===== config.mk =====
export PLATFORM = sky130hd
export DESIGN_NAME = gnfbm_div
export DESIGN_NICKNAME = d
export VERILOG_FILES = /design/src/sv/gnfbm_div.sv
export SDC_FILE = /design/constraint.sdc
export NUM_CORES = 1
export LEC_CHECK = 0
export BUFFER_PORTS_ARGS = -buffer_cell sky130_fd_sc_hd__buf_2
export CORE_MARGIN = 2
export CORE_UTILIZATION = 40
export DETAILED_ROUTE_END_ITERATION = 7
export PLACE_DENSITY = 0.59
export SYNTH_ARGS = -nofsm -noshare
export SYNTH_HDL_FRONTEND = slang
export SYNTH_SLANG_ARGS = --single-unit

===== constraint.sdc =====
create_clock -name clk -period 4.2 [get_ports clk]
set_clock_uncertainty 0.05 [all_clocks]
set_input_delay 0.42 -clock clk [delete_from_list [all_inputs] [get_ports clk]]
set_output_delay 0.42 -clock clk [all_outputs]
set_load 0.1 [all_outputs]

===== src/sv/gnfbm_div.sv =====
// Iterative signed divider, one quotient bit per cycle, truncating toward zero.
module gnfbm_div #(
	parameter int DVD_W = 39,
	parameter int DVS_W = 21,
	parameter int QUO_W = 20
) (
	input  logic                    clk,
	input  logic                    arst_n,
	input  logic                    start,
	input  logic signed [DVD_W-1:0] dividend,
	input  logic        [DVS_W-1:0] divisor,
	output logic                    done,
	output logic signed [QUO_W:0]   quotient
);
	localparam int W     = (DVD_W > DVS_W + QUO_W) ? DVD_W : DVS_W + QUO_W;
	localparam int CNT_W = $clog2(QUO_W + 1);

	logic             busy_q;
	logic             done_q;
	logic [CNT_W-1:0] cnt_q;
	logic [W-1:0]     rem_q;
	logic [W-1:0]     dvs_q;
	logic [QUO_W-1:0] quo_q;
	logic             neg_q;
	logic [DVD_W-1:0] mag;

	// Take the magnitude of the dividend
	always_comb begin
		mag = dividend[DVD_W-1] ? DVD_W'(-dividend) : DVD_W'(dividend);
	end

	// Control: count the quotient bits
	always_ff @(posedge clk or negedge arst_n) begin
		if (!arst_n) begin
			busy_q <= 1'b0;
			done_q <= 1'b0;
			cnt_q  <= '0;
		end else begin
			done_q <= 1'b0;
			if (start) begin
				busy_q <= 1'b1;
				cnt_q  <= CNT_W'(QUO_W);
			end else if (busy_q) begin
				cnt_q <= cnt_q - 1'b1;
				if (cnt_q == CNT_W'(1)) begin
					busy_q <= 1'b0;
					done_q <= 1'b1;
				end
			end
		end
	end

	// Datapath: compare, subtract and shift the divisor down
	always_ff @(posedge clk) begin
		if (start) begin
			rem_q <= W'(mag);
			dvs_q <= W'(divisor) << (QUO_W - 1);
			quo_q <= '0;
			neg_q <= dividend[DVD_W-1];
		end else if (busy_q) begin
			if (rem_q >= dvs_q) begin
				rem_q <= rem_q - dvs_q;
				quo_q <= {quo_q[QUO_W-2:0], 1'b1};
			end else begin
				quo_q <= {quo_q[QUO_W-2:0], 1'b0};
			end
			dvs_q <= dvs_q >> 1;
		end
	end

	assign done     = done_q;
	assign quotient = neg_q ? -$signed({1'b0, quo_q}) : $signed({1'b0, quo_q});

	a_start_idle: assert property (@(posedge clk) disable iff (!arst_n)
		start |-> !busy_q) else $error("divide started while busy");
	a_done_pulse: assert property (@(posedge clk) disable iff (!arst_n)
		done_q |=> !done_q) else $error("done held longer than a cycle");
	a_busy_count: assert property (@(posedge clk) disable iff (!arst_n)
		busy_q |-> cnt_q != '0) else $error("busy with no bits left");

endmodule


; ---- After elaboration in Yosys (flattened, before gate mapping)
; Cells that the tools add are included.
[word_totals]
reg_bits = 109
latch_bits = 0
ram_bits = 0
romBits = 0
input_bits = 63
out_inout_bits = 22
wordCells = 35
n_memories = 0
[op_classes]
add_sub_neg = 4
n_mul = 0
div = 0
n_lt_le_gt_ge = 1
n_eq_ne = 1
shifts = 0
muxes = 16
bitwise = 0
n_reduce_logical = 4
[ops]
columns = cell, n
row1 = $mux W39, 4
row2 = $mux W40, 2
row3 = $ge A41 B40 Y1, 1
row4 = $sub A41 B40 Y41, 1
row5 = $neg A39 Y39, 1
row6 = $mux W21, 1
row7 = $neg A20 Y21, 1
row8 = $mux W5, 2
row9 = $mux W1, 7
row10 = $eq A5 B1 Y1 const B, 1
row11 = $sub A5 B1 Y5 const B, 1
row12 = $reduce_and A2 Y1, 2
row13 = $reduce_bool A2 Y1, 2

; ---- Logic depth before layout (Yosys ltp)
; Gate-level depths: netlist of the first run.
[depth]
word_depth = 4
depth_mapped = 11
mapped_depth_nobuf = 11

; ---- Worst setup path before layout of the first run
; OpenSTA, ideal clock, no wires.
[synth_timing]
path_type = reg2reg
startpoint = reg rem_q[3]
endpoint = reg rem_q[0], enable pin
t_arrival_ns = 2.980
required_ns = 3.626
slack_ns = 0.646
stages_incl_launch_ff = 10
n_path_buf = 0
period_less_slack_ns = 3.554
path_cell_list = edfxtp_1 > ha_1 > a21o_1 > a21oi_1 > a211oi_1 > nor3_1 > a211oi_1 > or2_2 > a22oi_1 > nand2_1
[synth_between]
elab_chain_len = 3
[synth_rtl]
columns = item, line
row1 = start: declaration, 21  ; logic [W-1:0] rem_q;
row2 = start signal: assignment, 56  ; rem_q <= W'(mag);
row3 = start signal: assignment, 62  ; rem_q <= rem_q - dvs_q;
row4 = $ge A41 B40 Y1, 61  ; if (rem_q >= dvs_q) begin
row5 = $reduce_bool A2 Y1 (no line), -
row6 = $reduce_and A2 Y1 (no line), -
; Every way passes these cells.
; A chain may end at the register's enable or synchronous reset.

; ---- Final worst setup path of the first run
[layout_timing]
startpoint = reg quo_q[0]
endpoint = out quotient[17]
[layout_between]
elab_chain_len = 2
[layout_rtl]
columns = item, line
row1 = start: declaration, 23  ; logic [QUO_W-1:0] quo_q;
row2 = start signal: assignment, 63  ; quo_q <= {quo_q[QUO_W-2:0], 1'b1};
row3 = start signal: assignment, 65  ; quo_q <= {quo_q[QUO_W-2:0], 1'b0};
row4 = $neg A20 Y21, 72  ; assign quotient = neg_q ? -$signed({1'b0, quo_q}) : $signed({1'b0, quo_q});
row5 = $mux W21, 72
row6 = end: declaration, 13  ; output logic signed [QUO_W:0] quotient
; Every way passes these cells.

==> results of run 1 <==
-- stage by stage --
| stage | instance area (um2) | setup slack [ps] | power (mW) |
|---|---|---|---|
| 5_1_grt | 9020 | 403 | 6.57 |
| 4_1_cts | 9020 | 596 | 6.13 |
| 2_1_floorplan | 8110 | 646 | 4.47 |
| 6_report | 9020 | 631 | 6.10 |
| 3_3_place_gp | 8710 | 782 | 5.20 |
| 3_5_place_dp | 8710 | 778 | 5.22 |
-- flip-flops by register name, indices dropped and copies added, names as in the netlist --
signal,cells
dvs_q,40
cnt_q,5
quo_q,20
busy_q,1
neg_q,1
done,1
rem_q,41
-- power by group through the flow --
stage                     Combinational, mW  Sequential, mW  Clock [mW]
after floorplan                        2.90            1.57           0
after global placement                 3.60            1.60           0
after detailed placement               3.61            1.61           0
after CTS                              3.64            1.59       0.903
after global routing                   4.01            1.61       0.939
final                                  3.64            1.59       0.870
-- cell usage after synthesis, types with 14 or more instances --
cell and n:
a21o_1 28, a21oi_1 52, clkbuf_1 46, dfxtp_1 41
edfxtp_1 61, ha_1 44, inv_1 53, mux2i_1 46
nand2_1 116, nand2b_1 15, nand3_1 18, nand4_1 14
nor2_1 85, o21ai_0 66, o31ai_1 16, xnor2_1 54
xor2_1 32
-- per-layer routing --
layer  vias to the layer above  GRT usage  share of wire
li1                       3509          -              -
met1                      3187      0.259           0.51
met2                       126      0.292           0.45
met3                        14     0.0278          0.036
met4                         0     0.0437          0.010
met5                         -          0              0
-- how the worst max path moves through the flow --
stage	end	from	slack, ps
after CTS	quotient[19]	quo_q[0]	600
after floorplan	rem_q[0]	rem_q[3]	650
after global routing	quotient[19]	quo_q[0]	400
final	quotient[17]	quo_q[0]	630
after global placement	rem_q[36]	dividend[13]	780
after detailed placement	rem_q[36]	dividend[13]	780
-- tightest hold or removal path, cell delays in order --
cell and delay [ps]:
buf_2 70, nand2_1 40, o21ai_0 50
-- final cells by class --
| class | instances | share of cell area |
|---|---|---|
| multi-input combinational | 739 | 0.541 |
| sequential | 109 | 0.314 |
| timing repair buffer | 91 | 0.0530 |
| tap | 270 | 0.0375 |
| clock buffer | 10 | 0.0265 |
| inverter | 53 | 0.0221 |
| clock inverter | 6 | 0.00666 |
-- logic make-up (layout without fill, tap and decap cells) --
group / Yosys count / count (layout)
AO/OA/AOI/OAI: 239 / 239
XOR/XNOR: 86 / 86
adder cells (fa/ha/maj): 45 / 45
buffers and inverters: 106 / 160
flip-flops: 109 / 109
multiplexers: 46 / 46
AND/OR/NAND/NOR: 323 / 323
==> flow_summary_export.csv, run 1 <==
group,metric,value,unit
synth,netlist_area,8110,um2
clocking,clock-sinks,109,
setup_path,r2r-start,"dvs_q[3]",
synth,synth_top_family_by_area,"compound AO/OA/AOI/OAI gates",
clocking,clockBufferDepth,2,
timing,finalCritPeriodShare,0.850,
setup_path,cp_num_buf_inv,2,
layout,syn_to_final_growth,11.2,%
outcome,status,"complete, no violations",
drt,drt-total-wl,19.3,mm
setup_path,slowest_delay,510,ps
global_route,antenna_found_initial,0,
layout,fillers,2086,
setup_path,cp_common_cell,"or4_1",
timing,holdWs,282,ps
clocking,clkLatencyLatePin,360,ps
synth,synth-edff-count,61,
die,rows,52,
timing,slew_headroom,0.361,
power,seq_power_share,0.260,
synth,synth_compound_area_frac,0.191,
layout,n_antenna_cell,0,
synth,synth.distinct_cells,66,
power,power_density,676,nW/um2
power,p_leak,3.91,nW
flow_run,max_cap_viol_count,0,
drt,first_pass_iters,5,
hold_path,hold_path_class,"input port to flop",
synth,yosysWarnings,0,
setup_path,crit_fanout,4,
drt,post-route-drc-count,0,
synth,yosysTopAreaCell,"edfxtp_1",
power,peakVddDrop,0.000272,V
setup_path,reg2reg_depth,11,
clocking,htree_levels,3,
hold_path,hp-start,"divisor[6]",
global_route,grt_max_degree,85,
die,die_width,146,um
synth,postSynthAreaPerCell,8.50,um2
clocking,ctsResizeCount,0,
setup_path,start_kind,"flop",
layout,layout_commonest_cell,"nand2_1",
hold_path,holdPathStages,3,
setup_path,cpMaxStageDelayCell,"or4_1",
timing,clock.fmax,280,MHz
clocking,numCtsBuffers,9,
synth,yosysTopAreaCellShare,0.226,
power,swShare,0.479,
timing,rsz0062_at_grt,"no",
drt,vias,6836,
drt,avgRoutedWirePerCell,15.1,um
die,start_util,0.405,
timing,fin_crit,3570,ps
clocking,clk_pin_slew,80,ps
global_route,track_usage,0.182,
timing,hold_violations,0,
synth,ys_ff_latch,109,
global_route,overflow,0,
clocking,tritoncts,"done",
timing,setup_viol_count_final,0,
die,die_h,146,um
hold_path,min_to,"dvs_q[25]",
power,internal-power,3.18,mW
setup_path,cp.required,3730,ps
layout,layoutNonFillerInstCount,1278,
layout,regArea,2830,um2
synth,synth-simple-area-share,0.190,
synth,synthArstFlopShare,0.0642,
synth,synthAdderAreaFrac,0.0703,
setup_path,rrSetupSlack,790,ps
synth,syn_inst,954,
synth,yosys.area_share.xor_xnor,0.0928,
setup_path,r2r_end,"rem_q[17]",
layout,fin_nets,1111,
synth,syn_nets,1062,
setup_path,crit_arrival,3100,ps
power,switchingPower,2.92,mW
power,p_clk_frac,0.143,
power,combPwrFrac,0.597,
setup_path,crit_family,"simple AND/OR/NAND/NOR gates",
clocking,root_buffer,"clkbuf_16",
clocking,post-cts-setup-buffer-count,0,
timing,fin_setup_tns,0,ps
die,io_pins,85,
layout,layout_common_cells,"nand2_1, nor2_1, buf_2",
drt,first_iter_violations,422,
layout,multi_input_area,4880,um2
clocking,cts_hold_buf,1,
timing,worst_pin_slew,958,ps
place,dp_cells,1261,
place,portBuffers,84,
timing,finalMaxSlewViolations,0,
place,gp_congestion,0.838,
setup_path,crit_chain,"inv_1 -> nand2_1 -> or4_1 -> or2_2 -> nand2b_1 -> or4_1 -> o21ai_0 -> xnor2_1 -> buf_2",
synth,synth_flop_cell,"edfxtp_1",
setup_path,cp_num_cells,9,
layout,final_layout_size_suffix_gt1_frac,0.121,
global_route,grt_pass1_wl,32.1,mm
global_route,grt_pass1_vias,6385,
layout,final_core_util,0.450,
die,core_area,20000,um2
setup_path,worstSetupPathType,"flop to output port",
drt,routed_via_density,5.35,
setup_path,end_kind,"output port",
synth,yosysSeqAreaShare,0.349,
place,dpl.hpwl,14.4,mm
synth,yosys-top-cells-area,"edfxtp_1, dfxtp_1, ha_1, xnor2_1, mux2i_1",
synth,synth_mux_area_frac,0.0568,
die,dieArea,21400,um2
drt,final_antenna_net_count,0,
Note: power is estimated with default switching activity, not from simulation.
==> inputs of run 2 (changes only) <==
==> constraint.sdc (replaced) <==
create_clock -name clk -period 3.4 [get_ports clk]
set_clock_uncertainty 0.05 [all_clocks]
set_input_delay 0.34 -clock clk [delete_from_list [all_inputs] [get_ports clk]]
set_output_delay 0.34 -clock clk [all_outputs]
set_load 0.1 [all_outputs]
==> flow_summary_export.csv, run 2 (same netlist as run 1, synthesis figures left out) <==
group,metric,value,unit
outcome,status,"complete, no violations",
layout,fillers,2081,
setup_path,cp.required,3010,ps
power,p_clk_frac,0.141,
setup_path,crit_fanout,6,
clocking,clkLatencyLatePin,360,ps
layout,reg.largest.list,"rem_q (41), dvs_q (40), quo_q (20)",
die,die_width,146,um
timing,fin_crit,3230,ps
timing,finalCritPeriodShare,0.950,
clocking,tritoncts,"done",
drt,post-route-drc-count,0,
layout,layout_common_cells,"nand2_1, nor2_1, buf_2",
setup_path,start_kind,"flop",
clocking,root_buffer,"clkbuf_16",
timing,setup_viol_count_final,0,
setup_path,rrSetupSlack,230,ps
place,dpl.hpwl,14.5,mm
drt,first_pass_iters,5,
layout,n_antenna_cell,0,
place,gp_congestion,0.901,
setup_path,r2r-start,"dvs_q[21]",
layout,layout_commonest_cell,"nand2_1",
clocking,htree_levels,3,
timing,holdWs,204,ps
timing,finalMaxSlewViolations,0,
die,core_area,20000,um2
power,peakVddDrop,0.000299,V
global_route,grt_pass1_wl,32.6,mm
layout,largest_reg_flops,41,
drt,final_antenna_net_count,0,
clocking,clk_pin_slew,80,ps
die,start_util,0.405,
hold_path,min_to,"dvs_q[27]",
layout,syn_to_final_growth,13.4,%
flow_run,max_cap_viol_count,0,
global_route,antenna_found_initial,0,
global_route,grt_max_degree,53,
setup_path,worstSetupPathType,"flop to output port",
hold_path,hold_path_class,"input port to flop",
layout,largest-register,"rem_q",
timing,hold_violations,0,
power,switchingPower,3.69,mW
power,internal-power,4.11,mW
layout,fin_nets,1128,
die,io_pins,85,
global_route,overflow,0,
power,power_density,847,nW/um2
place,dp_cells,1278,
global_route,track_usage,0.186,
power,seq_power_share,0.251,
timing,clock.fmax,310,MHz
drt,first_iter_violations,468,
drt,drt-total-wl,19.7,mm
place,portBuffers,84,
layout,layoutNonFillerInstCount,1295,
power,p_leak,4.00,nW
drt,vias,6840,
setup_path,r2r_end,"rem_q[35]",
die,rows,52,
power,swShare,0.473,
layout,final_layout_size_suffix_gt1_frac,0.139,
hold_path,hp-start,"divisor[8]",
timing,rsz0062_at_grt,"yes",
setup_path,end_kind,"output port",
power,combPwrFrac,0.608,
drt,routed_via_density,5.28,
global_route,grt_pass1_vias,6483,
timing,slew_headroom,0.485,
clocking,numCtsBuffers,9,
setup_path,reg2reg_depth,10,
timing,worst_pin_slew,773,ps
die,die_h,146,um
clocking,post-cts-setup-buffer-count,0,
clocking,clock-sinks,109,
setup_path,crit_arrival,2840,ps
drt,avgRoutedWirePerCell,15.2,um
die,dieArea,21400,um2
clocking,clockBufferDepth,2,
hold_path,holdPathStages,3,
## run 2: cell types whose count changed in the layout (fill, tap and decap cells not counted), sizes merged
| cell | previous run | this run |
|---|---|---|
| buf | 90 | 107 |
| clkinv | 1 | 3 |
| inv | 58 | 56 |
## run 2: critical path, cell delays in order, from the launching register on
cell and delay (ps):
dfxtp_1 360, or4_1 540, or2_2 310, nand2b_1 190
or4_1 510, o21ai_1 160, xnor2_1 160, buf_6 250
## run 2: power groups by stage
stage	Clock, mW	Sequential [mW]	Combinational, mW
floorplan	0	1.94	3.59
global placement	0	1.98	4.66
detailed placement	0	1.99	4.64
CTS	1.14	1.96	4.70
global route	1.18	1.99	5.20
finish	1.10	1.96	4.74
## run 2: final cells by class
cell class | count | area (um2) | share of cell area
Inverter | 53 | 199 | 0.0216
Multi-Input combinational cell | 739 | 4890 | 0.532
Sequential cell | 109 | 2830 | 0.308
Clock buffer | 10 | 250 | 0.0272
Timing Repair Buffer | 108 | 631 | 0.0686
Tap cell | 270 | 338 | 0.0367
Clock inverter | 6 | 61.3 | 0.00667
## run 2: worst max path at each step
stage                     depth (start not counted)  slack, ps            to    startpoint
after floorplan                                   6        150  quotient[19]      quo_q[2]
after global placement                            9        140     rem_q[36]  dividend[11]
after detailed placement                          9        110     rem_q[36]  dividend[11]
after CTS                                         7         60  quotient[19]      quo_q[2]
after global routing                              9        -20  quotient[19]      quo_q[0]
final                                             7        170  quotient[17]      quo_q[2]
## run 2: per-layer routing
| layer | vias to the layer above | global-route usage | wire length (um) |
|---|---|---|---|
| met3 | 20 | 0.0234 | 707 |
| met1 | 3127 | 0.272 | 10100 |
| met5 | - | 0 | 0 |
| met2 | 144 | 0.289 | 8650 |
| met4 | 0 | 0.0539 | 289 |
| li1 | 3549 | - | - |
## run 2: per-stage QoR
| stage | util | instance area [um2] | setup slack [ps] | TNS, ps | total power, mW |
|---|---|---|---|---|---|
| 4_1_cts | 0.458 | 9180 | 57.8 | 0 | 7.79 |
| 2_1_floorplan | - | 8120 | 151 | 0 | 5.53 |
| 6_report | 0.459 | 9200 | 170 | 0 | 7.79 |
| 5_1_grt | 0.459 | 9200 | -23.2 | -43.2 | 8.37 |
| 3_5_place_dp | 0.442 | 8850 | 111 | 0 | 6.63 |
| 3_3_place_gp | 0.442 | 8850 | 135 | 0 | 6.64 |
## run 2: timing repair
item                                   CTS  global route
setup endpoints to repair                2             4
resized for setup                        2             6
endpoints found under the hold margin    7             0
hold buffers                             1             0
==> inputs of run 3 (changes only) <==
--- a/config.mk
+++ b/config.mk
@@ -9,7 +9,7 @@
 export CORE_MARGIN = 2
 export CORE_UTILIZATION = 40
 export DETAILED_ROUTE_END_ITERATION = 7
-export PLACE_DENSITY = 0.59
+export PLACE_DENSITY = 0.61
 export SYNTH_ARGS = -nofsm -noshare
 export SYNTH_HDL_FRONTEND = slang
 export SYNTH_SLANG_ARGS = --single-unit
==> constraint.sdc (replaced) <==
create_clock -name clk -period 2.7 [get_ports clk]
set_clock_uncertainty 0.05 [all_clocks]
set_input_delay 0.27 -clock clk [delete_from_list [all_inputs] [get_ports clk]]
set_output_delay 0.27 -clock clk [all_outputs]
set_load 0.1 [all_outputs]
==> flow_summary_export.csv, run 3 (same netlist as run 1, synthesis figures left out) <==
group,metric,value,unit
outcome,status,"finished, violations left",
outcome,violations,"setup timing",
power,p_clk_frac,0.112,
global_route,overflow,0,
place,dpl.hpwl,16.0,mm
power,internal-power,6.87,mW
layout,reg.largest.list,"rem_q (41), dvs_q (40), quo_q (20)",
global_route,grt_max_degree,46,
layout,final_layout_size_suffix_gt1_frac,0.354,
drt,avgRoutedWirePerCell,15.4,um
clocking,root_buffer,"clkbuf_16",
timing,finalMaxSlewViolations,0,
die,die_width,146,um
global_route,gr-usage-met3,0.0250,
drt,post-route-drc-count,0,
layout,layoutNonFillerInstCount,1452,
clocking,clkLatencyLatePin,370,ps
layout,stdcell_area,11500,um2
place,gp_congestion,0.875,
hold_path,hold_path_class,"input port to flop",
power,seq_power_share,0.202,
layout,fin_nets,1285,
power,power_density,1090,nW/um2
hold_path,min_to,"dvs_q[19]",
timing,rsz0062_at_grt,"yes",
drt,drt-total-wl,22.4,mm
clocking,numCtsBuffers,9,
layout,largest-register,"rem_q",
flow_run,max_cap_viol_count,0,
global_route,top_usage_layer,"met2",
global_route,antenna_found_initial,0,
drt,final_antenna_net_count,0,
place,portBuffers,84,
drt,first_iter_violations,540,
power,combPwrFrac,0.686,
clocking,tritoncts,"done",
die,rows,52,
drt,vias,7662,
setup_path,end_kind,"output port",
layout,layout_common_cells,"buf_4, nand2_1, nor2_1",
power,swShare,0.449,
hold_path,hp-start,"divisor[0]",
global_route,grt_use_met1,0.287,
die,dieArea,21400,um2
global_route,track_usage,0.209,
timing,hold_violations,0,
setup_path,r2r-start,"rem_q[3]",
place,place_ws,-412,ps
clocking,clk_pin_slew,80,ps
global_route,grt_pass1_vias,7424,
clocking,clock-sinks,109,
layout,fillers,1850,
timing,setup_viol_count_final,41,
timing,finalCritPeriodShare,1.08,
layout,n_antenna_cell,0,
timing,clock.fmax,344,MHz
setup_path,crit_path_start,"quo_q[1]",
setup_path,cp.required,2380,ps
setup_path,reg2reg_depth,11,
setup_path,crit_fanout,3,
setup_path,rrSetupSlack,-160,ps
drt,routed_via_density,5.28,
global_route,grtUsageMet2,0.343,
die,start_util,0.405,
setup_path,worstSetupPathType,"flop to output port",
power,p_leak,5.05,nW
place,placed_area,10100,um2
die,core_area,20000,um2
die,die_h,146,um
setup_path,r2r_end,"rem_q[29]",
layout,syn_to_final_growth,41.3,%
timing,slew_headroom,0.405,
power,switchingPower,5.59,mW
layout,multi_input_area,5750,um2
timing,finalWorstSetupSlack,-208,ps
layout,regArea,2840,um2
layout,layout_commonest_cell,"buf_4",
setup_path,start_kind,"flop",
setup_path,crit_arrival,2590,ps
power,peakVddDrop,0.000439,V
layout,largest_reg_flops,41,
clocking,clockBufferDepth,2,
timing,fin_crit,2910,ps
global_route,grt_pass1_wl,36.8,mm
drt,first_pass_iters,5,
die,io_pins,85,
layout,final_core_util,0.572,
clocking,htree_levels,3,
place,dp_cells,1403,
hold_path,holdPathStages,3,
timing,worst_pin_slew,893,ps
run 3: changes by cell type in the layout (fill, tap and decap cells not counted), sizes merged:
| cell | before | now |
|---|---|---|
| inv | 56 | 59 |
| buf | 107 | 263 |
| clkinv | 3 | 1 |
run 3: per-stage QoR:
stage | hold WS [ps] | total power, mW | setup TNS [ps]
floorplan | -75.6 | 7.10 | -453
global placement | 70.9 | 9.42 | -8980
detailed placement | 71.5 | 9.47 | -11990
CTS | 122 | 11.7 | -6200
global route | 147 | 13.3 | -9850
finish | 131 | 12.5 | -5180
run 3: routing by layer:
| metal | wire [um] | up-vias | share of wire |
|---|---|---|---|
| li1 | - | 3853 | - |
| met1 | 10600 | 3616 | 0.47 |
| met2 | 10600 | 166 | 0.47 |
| met3 | 835 | 27 | 0.037 |
| met4 | 394 | 0 | 0.018 |
| met5 | 0 | - | 0 |
run 3: how the worst max path moves through the flow:
stage	endpoint	depth (start not counted)
3_3_place_gp	rem_q[31]	9
3_5_place_dp	rem_q[37]	10
4_1_cts	quotient[17]	9
2_1_floorplan	quotient[17]	6
6_report	quotient[17]	9
5_1_grt	quotient[17]	9
run 3: layout make-up:
| type | count | share of cell area |
|---|---|---|
| Multi-Input combinational cell | 739 | 0.502 |
| Clock buffer | 9 | 0.0196 |
| Clock inverter | 7 | 0.00633 |
| Tap cell | 270 | 0.0295 |
| Sequential cell | 109 | 0.248 |
| Timing Repair Buffer | 265 | 0.178 |
| Inverter | 53 | 0.0174 |
run 3: power by group through the flow:
stage,clock [mW],sequential [mW],combinational [mW]
global placement,0,2.49,6.93
CTS,1.42,2.48,7.77
detailed placement,0,2.49,6.97
global route,1.49,2.56,9.24
floorplan,0,2.44,4.66
finish,1.39,2.52,8.55
run 3: critical path: stages (launching register included):
cell and delay [ps]:
dfxtp_2 330, inv_2 50, nand2_2 50, or4_4 420, or2_4 250, nand2b_4 150, or4_4 470, o21ai_4 160
xnor2_2 140, buf_12 200
run 3: what timing repair did:
action	CTS	global route
buffers inserted	19	19
pin swaps	40	60
hold buffers	1	0
setup endpoints to repair	66	74
cloned	3	0
hold endpoints to repair	7	0
gates resized for setup	76	93
